File: src/rtl/epfbm_pkg.sv
// Shared types and constants for the edge period frequency bar meter.
`timescale 1ns / 1ps

package epfbm_pkg;

	// Fixed field widths.
	localparam int unsigned KIND_W    = 2;
	localparam int unsigned STAMP_W   = 32;
	localparam int unsigned STATUS_W  = 2;
	localparam int unsigned FREQ_W    = 18;
	localparam int unsigned BAR_OUT_W = 16;
	localparam int unsigned EDGES_W   = 5;
	localparam int unsigned HZ_W      = 10;
	localparam int unsigned CFG_IDX_W = 2;
	localparam int unsigned CFG_DAT_W = 10;
	localparam int unsigned FRAC_W    = 8;
	localparam int unsigned TDATA_IN_W  = 32;
	localparam int unsigned TDATA_OUT_W = 40;

	localparam logic [FREQ_W-1:0] FREQ_Q8_MAX = {FREQ_W{1'b1}};

	// Reset values of the configuration registers.
	localparam logic [EDGES_W-1:0] EDGES_RST  = 5'd10;
	localparam logic [HZ_W-1:0]    MAX_RST    = 10'd400;
	localparam logic [HZ_W-1:0]    MIN_RST    = 10'd75;
	localparam logic [HZ_W-1:0]    CENTER_RST = 10'd200;

	typedef enum logic [KIND_W-1:0] {
		KIND_START = 2'd0,
		KIND_EDGE  = 2'd1,
		KIND_EVAL  = 2'd2,
		KIND_NOP   = 2'd3
	} kind_t;

	typedef enum logic [STATUS_W-1:0] {
		STAT_OK    = 2'd0,
		STAT_HIGH  = 2'd1,
		STAT_LOW   = 2'd2,
		STAT_NOSIG = 2'd3
	} status_t;

	typedef enum logic [CFG_IDX_W-1:0] {
		REG_EDGES  = 2'd0,
		REG_MAX    = 2'd1,
		REG_MIN    = 2'd2,
		REG_CENTER = 2'd3
	} cfg_reg_t;

	typedef enum logic [1:0] {
		ST_IDLE,
		ST_DIV,
		ST_EMIT
	} state_t;

	// Result of the serial divider: the low quotient bits, a flag for any
	// higher quotient bit, and whether the final remainder is zero.
	typedef struct packed {
		logic              done;
		logic [FREQ_W-1:0] quot;
		logic              ovf;
		logic              rem_zero;
	} div_res_t;

	typedef struct packed {
		status_t              status;
		logic [FREQ_W-1:0]    freq;
		logic [BAR_OUT_W-1:0] bar;
		logic                 updated;
	} grade_t;

endpackage

File: src/rtl/edge_period_frequency_bar_meter.sv
// An evaluate with a latched nonzero period runs the bit-serial divider, one quotient
// bit per cycle, over DW bits, where DW is the bit width of 31*TICKS_PER_SECOND plus
// eight (33 by default); other evaluates skip it. Input is held off until the result
// word is loaded into the output register, so the next word follows in the cycle after;
// start, edge and no-operation words leave the meter idle.
// Reset is asynchronous and active low; it restores register defaults and idle state.
`timescale 1ns / 1ps

module edge_period_frequency_bar_meter #(
	parameter int unsigned TICKS_PER_SECOND = 1000000,
	parameter int unsigned BAR_WIDTH        = 16
) (
	input  logic                                  clk,
	input  logic                                  arst_n,
	input  logic                                  s_tvalid,
	output logic                                  s_tready,
	// [31:0] timestamp_us
	input  logic [epfbm_pkg::TDATA_IN_W-1:0]      s_tdata,
	// [1:0] kind
	input  logic [epfbm_pkg::KIND_W-1:0]          s_tuser,
	output logic                                  m_tvalid,
	input  logic                                  m_tready,
	// [17:0] frequency_q8, [33:18] bar_pattern, [34] bar_updated, [39:35] zero
	output logic [epfbm_pkg::TDATA_OUT_W-1:0]     m_tdata,
	// [1:0] status
	output logic [epfbm_pkg::STATUS_W-1:0]        m_tuser,
	input  logic                                  cfg_we,
	input  logic [epfbm_pkg::CFG_IDX_W-1:0]       cfg_index,
	input  logic [epfbm_pkg::CFG_DAT_W-1:0]       cfg_data
);

	localparam int unsigned NW = $clog2(31 * TICKS_PER_SECOND + 1);
	localparam int unsigned FW = epfbm_pkg::FRAC_W;
	localparam int unsigned DW = NW + FW;
	localparam int unsigned SW = epfbm_pkg::STAMP_W;
	localparam int unsigned EW = epfbm_pkg::EDGES_W;
	localparam int unsigned HW = epfbm_pkg::HZ_W;
	localparam int unsigned BW = epfbm_pkg::BAR_OUT_W;
	localparam int unsigned QW = epfbm_pkg::FREQ_W;
	localparam int unsigned PADW = epfbm_pkg::TDATA_OUT_W - QW - BW - 1;
	localparam logic [NW-1:0] TPS_N = NW'(TICKS_PER_SECOND);

	// Configuration registers.
	logic [EW-1:0] edges_q;
	logic [HW-1:0] max_q;
	logic [HW-1:0] min_q;
	logic [HW-1:0] center_q;

	// Measurement state.
	logic          awaiting_q;
	logic          done_q;
	logic [EW-1:0] ecount_q;
	logic [SW-1:0] start_q;
	logic [SW-1:0] period_q;
	logic [BW-1:0] last_bar_q;

	epfbm_pkg::state_t  state_q;
	epfbm_pkg::state_t  state_next;
	epfbm_pkg::status_t imm_status_q;
	logic               use_div_q;

	logic                          m_tvalid_q;
	logic [epfbm_pkg::TDATA_OUT_W-1:0] m_tdata_q;
	logic [epfbm_pkg::STATUS_W-1:0]    m_tuser_q;

	logic               accept;
	epfbm_pkg::kind_t   kind;
	logic [SW-1:0]      stamp;
	logic               out_free;
	logic               div_start;
	logic               emit_fire;
	logic [EW-1:0]      ecount_inc;
	logic [NW-1:0]      n_w;
	epfbm_pkg::div_res_t div_res;
	epfbm_pkg::grade_t   div_grade;
	epfbm_pkg::grade_t   emit_grade;

	assign kind       = epfbm_pkg::kind_t'(s_tuser);
	assign stamp      = s_tdata[SW-1:0];
	assign accept     = s_tvalid && s_tready;
	assign out_free   = !m_tvalid_q || m_tready;
	assign ecount_inc = ecount_q + 1'b1;
	assign n_w        = NW'(edges_q) * TPS_N;

	epfbm_div #(
		.DW(DW)
	) u_div (
		.clk      (clk),
		.arst_n   (arst_n),
		.start    (div_start),
		.dividend ({n_w, {FW{1'b0}}}),
		.divisor  (period_q),
		.res      (div_res)
	);

	epfbm_grade #(
		.BAR_WIDTH(BAR_WIDTH)
	) u_grade (
		.res       (div_res),
		.max_hz    (max_q),
		.min_hz    (min_q),
		.center_hz (center_q),
		.last_bar  (last_bar_q),
		.grade     (div_grade)
	);

	// Next state.
	always_comb begin
		state_next = state_q;
		unique case (state_q)
			epfbm_pkg::ST_IDLE: begin
				if (accept && (kind == epfbm_pkg::KIND_EVAL)) begin
					state_next = div_start ? epfbm_pkg::ST_DIV : epfbm_pkg::ST_EMIT;
				end
			end
			epfbm_pkg::ST_DIV: begin
				if (div_res.done) begin
					state_next = epfbm_pkg::ST_EMIT;
				end
			end
			epfbm_pkg::ST_EMIT: begin
				if (out_free) begin
					state_next = epfbm_pkg::ST_IDLE;
				end
			end
			default: begin
				state_next = epfbm_pkg::ST_IDLE;
			end
		endcase
	end

	// State machine outputs.
	always_comb begin
		s_tready  = 1'b0;
		emit_fire = 1'b0;
		div_start = 1'b0;
		unique case (state_q)
			epfbm_pkg::ST_IDLE: begin
				s_tready  = 1'b1;
				div_start = s_tvalid && (kind == epfbm_pkg::KIND_EVAL)
					&& done_q && (period_q != '0);
			end
			epfbm_pkg::ST_EMIT: begin
				emit_fire = out_free;
			end
			default: begin
			end
		endcase
	end

	// Result of an evaluate: the graded division, or a fixed result when no division is needed.
	always_comb begin
		if (use_div_q) begin
			emit_grade = div_grade;
		end else begin
			emit_grade.status  = imm_status_q;
			emit_grade.freq    = (imm_status_q == epfbm_pkg::STAT_HIGH)
				? epfbm_pkg::FREQ_Q8_MAX : '0;
			emit_grade.bar     = last_bar_q;
			emit_grade.updated = 1'b0;
		end
	end

	always_ff @(posedge clk or negedge arst_n) begin
		if (!arst_n) begin
			state_q      <= epfbm_pkg::ST_IDLE;
			edges_q      <= epfbm_pkg::EDGES_RST;
			max_q        <= epfbm_pkg::MAX_RST;
			min_q        <= epfbm_pkg::MIN_RST;
			center_q     <= epfbm_pkg::CENTER_RST;
			awaiting_q   <= 1'b0;
			done_q       <= 1'b1;
			ecount_q     <= '0;
			start_q      <= '0;
			period_q     <= '0;
			last_bar_q   <= '0;
			use_div_q    <= 1'b0;
			imm_status_q <= epfbm_pkg::STAT_OK;
			m_tvalid_q   <= 1'b0;
		end else begin
			state_q <= state_next;
			if (cfg_we) begin
				unique case (epfbm_pkg::cfg_reg_t'(cfg_index))
					epfbm_pkg::REG_EDGES:  edges_q  <= cfg_data[EW-1:0];
					epfbm_pkg::REG_MAX:    max_q    <= cfg_data[HW-1:0];
					epfbm_pkg::REG_MIN:    min_q    <= cfg_data[HW-1:0];
					epfbm_pkg::REG_CENTER: center_q <= cfg_data[HW-1:0];
					default: begin
					end
				endcase
			end
			if (accept) begin
				case (kind)
					epfbm_pkg::KIND_START: begin
						done_q     <= 1'b0;
						awaiting_q <= 1'b1;
						period_q   <= '0;
						ecount_q   <= '0;
					end
					epfbm_pkg::KIND_EDGE: begin
						if (awaiting_q) begin
							start_q    <= stamp;
							awaiting_q <= 1'b0;
						end else if (!done_q) begin
							ecount_q <= ecount_inc;
							if (ecount_inc == edges_q) begin
								period_q <= stamp - start_q;
								done_q   <= 1'b1;
							end
						end
					end
					epfbm_pkg::KIND_EVAL: begin
						use_div_q <= div_start;
						if (!done_q) begin
							imm_status_q <= awaiting_q ? epfbm_pkg::STAT_NOSIG
								: epfbm_pkg::STAT_LOW;
						end else begin
							// A zero period reads as an unbounded frequency.
							imm_status_q <= epfbm_pkg::STAT_HIGH;
						end
					end
					default: begin
					end
				endcase
			end
			if (emit_fire) begin
				m_tvalid_q <= 1'b1;
				last_bar_q <= emit_grade.bar;
			end else if (m_tready) begin
				m_tvalid_q <= 1'b0;
			end
		end
	end

	always_ff @(posedge clk) begin
		if (emit_fire) begin
			m_tdata_q <= {{PADW{1'b0}}, emit_grade.updated, emit_grade.bar, emit_grade.freq};
			m_tuser_q <= emit_grade.status;
		end
	end

	assign m_tvalid = m_tvalid_q;
	assign m_tdata  = m_tdata_q;
	assign m_tuser  = m_tuser_q;

`ifndef SYNTHESIS
	a_updated_in_range: assert property (@(posedge clk) disable iff (!arst_n)
		(m_tvalid && m_tdata[QW+BW]) |-> (m_tuser == epfbm_pkg::STAT_OK))
		else $error("bar marked updated on a word that is not in range");

	a_nosig_zero_freq: assert property (@(posedge clk) disable iff (!arst_n)
		(m_tvalid && (m_tuser == epfbm_pkg::STAT_NOSIG)) |-> (m_tdata[QW-1:0] == '0))
		else $error("no-signal word carries a frequency");

	a_div_done_in_div: assert property (@(posedge clk) disable iff (!arst_n)
		div_res.done |-> (state_q == epfbm_pkg::ST_DIV))
		else $error("divider finished outside the division state");

	a_bar_onehot: assert property (@(posedge clk) disable iff (!arst_n)
		$onehot0(last_bar_q))
		else $error("held bar word has more than one bit set");

	a_period_clear: assert property (@(posedge clk) disable iff (!arst_n)
		!done_q |-> (period_q == '0))
		else $error("period latched while the measurement is still open");
`endif

endmodule

File: src/rtl/epfbm_div.sv
// Bit-serial restoring divider: one quotient bit per clock cycle.
`timescale 1ns / 1ps

module epfbm_div #(
	parameter int unsigned DW = 33
) (
	input  logic                              clk,
	input  logic                              arst_n,
	input  logic                              start,
	input  logic [DW-1:0]                     dividend,
	input  logic [epfbm_pkg::STAMP_W-1:0]     divisor,
	output epfbm_pkg::div_res_t               res
);

	localparam int unsigned CW = $clog2(DW + 1);
	localparam int unsigned PW = epfbm_pkg::STAMP_W;
	localparam int unsigned QW = epfbm_pkg::FREQ_W;

	logic [CW-1:0] cnt_q;
	logic          busy_q;
	logic          done_q;
	logic [PW-1:0] rem_q;
	logic [PW-1:0] dsr_q;
	logic [DW-1:0] dvd_q;
	logic [QW-1:0] quot_q;
	logic          ovf_q;

	logic [PW:0]   shifted;
	logic [PW:0]   diff;
	logic          ge;
	logic [PW-1:0] rem_next;

	always_comb begin
		shifted  = {rem_q, dvd_q[DW-1]};
		diff     = shifted - {1'b0, dsr_q};
		ge       = (shifted >= {1'b0, dsr_q});
		rem_next = ge ? diff[PW-1:0] : shifted[PW-1:0];
	end

	always_ff @(posedge clk or negedge arst_n) begin
		if (!arst_n) begin
			cnt_q  <= '0;
			busy_q <= 1'b0;
			done_q <= 1'b0;
		end else begin
			done_q <= 1'b0;
			if (start) begin
				cnt_q  <= CW'(DW);
				busy_q <= 1'b1;
			end else if (busy_q) begin
				cnt_q <= cnt_q - 1'b1;
				if (cnt_q == CW'(1)) begin
					busy_q <= 1'b0;
					done_q <= 1'b1;
				end
			end
		end
	end

	always_ff @(posedge clk) begin
		if (start) begin
			rem_q  <= '0;
			dsr_q  <= divisor;
			dvd_q  <= dividend;
			quot_q <= '0;
			ovf_q  <= 1'b0;
		end else if (busy_q) begin
			rem_q  <= rem_next;
			dvd_q  <= {dvd_q[DW-2:0], 1'b0};
			// Any quotient bit above the kept window saturates the result.
			quot_q <= {quot_q[QW-2:0], ge};
			ovf_q  <= ovf_q | quot_q[QW-1];
		end
	end

	assign res.done     = done_q;
	assign res.quot     = quot_q;
	assign res.ovf      = ovf_q;
	assign res.rem_zero = (rem_q == '0);

endmodule

File: src/rtl/epfbm_grade.sv
// Limit checks and bar position from the Q8 quotient of the division.
`timescale 1ns / 1ps

module epfbm_grade #(
	parameter int unsigned BAR_WIDTH = 16
) (
	input  epfbm_pkg::div_res_t                 res,
	input  logic [epfbm_pkg::HZ_W-1:0]          max_hz,
	input  logic [epfbm_pkg::HZ_W-1:0]          min_hz,
	input  logic [epfbm_pkg::HZ_W-1:0]          center_hz,
	input  logic [epfbm_pkg::BAR_OUT_W-1:0]     last_bar,
	output epfbm_pkg::grade_t                   grade
);

	localparam int unsigned HW = epfbm_pkg::HZ_W;
	localparam int unsigned FW = epfbm_pkg::FRAC_W;
	localparam int unsigned MW = HW + 1;
	localparam int unsigned PSW = HW + 2;
	localparam int unsigned CP = BAR_WIDTH / 2 - 1;

	logic [HW-1:0]  q;
	logic [FW-1:0]  qlow;
	logic           rem_nz;
	logic           too_high;
	logic           too_low;
	logic           round_up;
	logic [HW-1:0]  delta;
	logic [MW-1:0]  mag;
	logic [PSW-1:0] pos;
	logic           on_scale;
	logic [epfbm_pkg::BAR_OUT_W-1:0] bar_new;

	always_comb begin
		q        = res.quot[epfbm_pkg::FREQ_W-1:FW];
		qlow     = res.quot[FW-1:0];
		// The fractional part n/p - q is zero only when both the low quotient
		// bits and the remainder are zero.
		rem_nz   = (qlow != '0) || !res.rem_zero;
		too_high = res.ovf || (q > max_hz) || ((q == max_hz) && rem_nz);
		too_low  = (q < min_hz);
		delta    = '0;
		mag      = '0;
		pos      = '0;
		on_scale = 1'b0;
		round_up = 1'b0;
		if (q >= center_hz) begin
			// At or above the centre: round half up on the fraction.
			delta    = q - center_hz;
			mag      = {1'b0, delta} + MW'(qlow[FW-1]);
			pos      = PSW'(CP) + {1'b0, mag};
			on_scale = 1'b1;
		end else begin
			// Below the centre the fraction is taken from the next whole
			// step down, so a half rounds away from the centre.
			delta    = center_hz - q;
			round_up = (qlow < {1'b1, {(FW-1){1'b0}}})
				|| ((qlow == {1'b1, {(FW-1){1'b0}}}) && res.rem_zero);
			if (rem_nz) begin
				mag = {1'b0, delta - 1'b1} + MW'(round_up);
			end else begin
				mag = {1'b0, delta};
			end
			on_scale = (mag <= MW'(CP));
			pos      = PSW'(CP) - {1'b0, mag};
		end
		if ((pos >= PSW'(BAR_WIDTH)) || (pos >= PSW'(epfbm_pkg::BAR_OUT_W))) begin
			on_scale = 1'b0;
		end
		bar_new = on_scale
			? (epfbm_pkg::BAR_OUT_W'(1) << pos[$clog2(epfbm_pkg::BAR_OUT_W)-1:0])
			: '0;

		grade.freq    = res.ovf ? epfbm_pkg::FREQ_Q8_MAX : res.quot;
		grade.bar     = last_bar;
		grade.updated = 1'b0;
		if (too_high) begin
			grade.status = epfbm_pkg::STAT_HIGH;
		end else if (too_low) begin
			grade.status = epfbm_pkg::STAT_LOW;
		end else begin
			grade.status  = epfbm_pkg::STAT_OK;
			grade.bar     = bar_new;
			grade.updated = 1'b1;
		end
	end

endmodule

File: config.mk
export PLATFORM = sky130hd
export DESIGN_NAME = edge_period_frequency_bar_meter
export DESIGN_NICKNAME = d
export VERILOG_FILES = /design/src/rtl/epfbm_pkg.sv /design/src/rtl/edge_period_frequency_bar_meter.sv /design/src/rtl/epfbm_div.sv /design/src/rtl/epfbm_grade.sv
export SDC_FILE = /design/constraint.sdc
export NUM_CORES = 1
export LEC_CHECK = 0
export BUFFER_PORTS_ARGS = -buffer_cell sky130_fd_sc_hd__clkbuf_2
export CAP_MARGIN = 15
export CORE_MARGIN = 2
export CORE_UTILIZATION = 50
export DETAILED_ROUTE_END_ITERATION = 12
export PLACE_DENSITY = 0.67
export SETUP_SLACK_MARGIN = 0.5
export SLEW_MARGIN = 0
export SYNTH_ARGS = -nofsm -noshare
export SYNTH_HDL_FRONTEND = slang
export SYNTH_SLANG_ARGS = --single-unit
File: constraint.sdc
create_clock -name clk -period 9.9 [get_ports clk]
set_input_delay 1.98 -clock clk [delete_from_list [all_inputs] [get_ports clk]]
set_output_delay 1.98 -clock clk [all_outputs]
set_load 0.02 [all_outputs]
==> impl_metrics.py <==
metrics = {
    "critical_path": {
        "worst_path_largest_cell_delay_ps": 900,
        "cpMaxStageDelayCell": "a2111oi_1",
        "cp-end-kind": "register",
        "cp.required_ps": 10340,
        "crit_type": "in2reg",
        "critPathArrivalTime_ps": 5560,
        "path_cells": "clkbuf_2 -> inv_1 -> ha_1 -> inv_1 -> fa_1 -> a21o_1 -> a2111oi_1 -> nor4_1 -> a21oi_1 -> nand2_1 -> a31oi_1 -> o21ai_0 -> a41o_1 -> xor2_1 -> a22o_1",
        "cp-start-kind": "input pin",
        "crit_path_frequent_cell": "inv_1",
        "cp_max_fo": 4,
    },
    "routing": {
        "ant_nets": 0,
        "firstDrtPassIters": 7,
        "drt_iter0_markers": 751,
        "wl_per_cell_um": 16.4,
        "drcViolationCount": 0,
        "vias": 13100,
        "routed_wl_um": 38200,
        "vias_per_cell": 5.64,
    },
    "sta": {
        "rsz0062_at_grt": "false",
        "setup_viol": 0,
        "worst_pin_slew_ps": 1080,
        "maxSlewHeadroom_pct": 28.1,
        "setup_tns_ps": 0,
        "hold_viol": 0,
        "clock_skew_ps": 11.6,
        "period_share_pct": 51.7,
        "drv_slew": 0,
        "period_minus_slack_ps": 5110,
        "fmax_mhz": 196,
    },
    "cts": {
        "post_cts_buffers": 0,
        "cts_inserted_buffers": 31,
        "htreeDepth": 1,
        "clock-root-buffer": "clkbuf_16",
        "clockBufferDepth": 3,
        "cts_tree": "yes",
        "clk_pin_slew_worst_paths_ps": 60,
        "cts_sinks": 275,
        "postCtsHoldBufs": 0,
        "cts-resized-gates": 0,
        "clk_latency_ps": 560,
    },
    "layout": {
        "antenna_cells": 0,
        "drive_above_1_share_pct": 12.5,
        "synthToLayoutAreaGrowth_pct": 11.0,
        "nets": 2053,
        "fin_util_pct": 56.8,
    },
    "global_routing": {
        "grt_overflow": 0,
        "grtUsageTotal_pct": 21.9,
        "antenna_found_initial": 0,
        "grt_max_degree": 89,
        "grt_first_pass_wirelength_um": 65000,
        "grt_pass1_vias": 13000,
    },
    "yosys": {
        "yosys_most_used_dff": "dfrtp_1",
        "yosys.area.top_type": "dfrtp_1",
        "synthTopCellsByCount": "158 x inv_1, 157 x nand2_1, 142 x o21ai_0, 137 x ha_1, 123 x dfrtp_1",
        "syn_inst": 1786,
        "yosys.cell_types.count": 93,
        "synth-seq-cells": 275,
        "synthArstFlopShare_pct": 49.5,
        "synth_top_area_share_pct": 17.9,
        "ys_warn_count": 0,
        "yosysMostFrequentCell": "inv_1",
        "synth_edf_count": 88,
        "syn-cell-area_um2": 17200,
        "seq_area_frac_synth_pct": 41.1,
        "syn_area_per_cell_um2": 9.65,
        "yosys-top-cells-area": "dfrtp_1 18%, edfxtp_1 15%, ha_1 9.9%",
    },
    "power": {
        "clkPwrFrac_pct": 20.3,
        "power.switching_mw": 2.49,
        "intPower_mw": 3.56,
        "p_per_area_nw_per_um2": 316,
        "comb_power_share_pct": 51.2,
        "leakage_nw": 8.82,
        "switching_share_pct": 41.2,
        "peakVddDrop_mv": 0.188,
        "seqPwrFrac_pct": 28.5,
    },
    "flow_run": {
        "drv_cap": 0,
    },
    "hold_path": {
        "hp-class": "reg2reg",
    },
    "die": {
        "core_um2": 33700,
        "die-area_um2": 36000,
        "die_w_um": 190,
        "io_pins": 95,
        "fp-row-count": 67,
        "start_util_pct": 51.1,
        "die_h_um": 190,
    },
    "placed_design": {
        "gp_congestion": 0.889,
        "hpwlAfterDp_um": 28100,
        "io_buffers": 89,
    },
    "run_status": {
        "status": "finished clean",
    },
}
==> sequential cells by signal, indices dropped and copies added, names as in the netlist, 2 cells and up <==
register and count:
last_bar_q 16, u_div.cnt_q 6, u_div.quot_q 18, u_div.rem_q 32
start_q 32, edges_q 5, min_q 10, m_tdata 35
imm_status_q 2, center_q 10, state_q 2, max_q 10
m_tuser 2, period_q 32, ecount_q 5, u_div.dvd_q 19
u_div.dsr_q 32
==> cells by family after synthesis <==
kind of cell / after synthesis / share of synthesized area (%)
AOI/OAI and AO/OA: 492 / 18.9
and+or+nand+nor: 462 / 13.2
DFF: 275 / 41.1
buffers and inverters: 226 / 5.30
adders and majority gates: 147 / 11.1
xor gates and xnor gates: 100 / 5.27
muxes: 83 / 5.09
other: 1 / 0.0218
==> through the flow <==
stage / cells / setup slack [ps] / area (µm²) / total power [mW] / hold slack, ps
after global routing: 2328 / 4570 / 19100 / 6.58 / 489
after CTS: 2328 / 4810 / 19100 / 6.07 / 461
after detailed placement: 2270 / 4220 / 18000 / 4.82 / 456
after global placement: 2270 / 4320 / 18000 / 4.75 / 443
final: 2328 / 4790 / 19100 / 6.05 / 465
after floorplan: 1790 / 4990 / 17300 / 4.16 / 428
==> power by group through the flow <==
stage,Clock [mW],Sequential [mW],Combinational [mW]
6_report,1.23,1.73,3.10
5_1_grt,1.30,1.77,3.51
4_1_cts,1.25,1.73,3.10
3_5_place_dp,0,1.74,3.07
3_3_place_gp,0,1.74,3.02
2_1_floorplan,0,1.67,2.50
==> cell usage in the layout, fill, tap and decap left out, types with 33 or more instances in the layout <==
cell,instances
inv_1,157
o21ai_0,142
nor2_1,98
nand2_1,157
dfrtp_1,122
dfxtp_1,51
xnor2_1,65
mux2i_1,49
mux2_2,33
clkbuf_2,88
ha_1,137
xor2_1,33
a21o_1,51
a21oi_1,96
a22o_1,34
edfxtp_1,88
==> area by class of cell <==
cell class	instances	area [µm²]
multi-input combinational	1289	9260
timing repair buffer	99	527
clock buffer	43	861
tap	448	561
fill	3021	14600
sequential	275	7080
clock inverter	15	241
inverter	159	597
==> worst max-delay path: cells and delay by family <==
kind	cells	cell delay (ps)
adders and majority gates	2	550
AOI/OAI and AO/OA	7	2460
buffers and inverters	3	180
xor gates and xnor gates	1	130
and+or+nand+nor	2	250
==> layer usage <==
metal	vias up	global-route usage [%]	wire, µm
met5	-	0	0
li1	6555	-	-
met4	0	6.50	1220
met2	247	38.3	18100
met1	6268	28.6	17600
met3	65	2.51	1300
==> path summary, 6_finish.rpt <==
path                       cells past startpoint                       end  slack (ps)                    startpoint
max                                           15  period_q[28]$_DFFE_PN0P_        4790                    s_tdata[0]
min                                            1    state_q[0]$_DFFE_PN0P_         460        u_div.done_q$_DFF_PN0_
max reg2reg                                   17     m_tdata[20]$_DFFE_PP_        5220  u_div.rem_q[18]$_SDFFE_PP0P_
min reg2reg                                    1    state_q[0]$_DFFE_PN0P_         460        u_div.done_q$_DFF_PN0_
max in group asynchronous                      2    u_div.busy_q$_DFF_PN0_        7110                        arst_n
min in group asynchronous                      1    start_q[3]$_DFFE_PN0P_        1440                        arst_n
No activity file was read; power rests on OpenSTA's default activity.
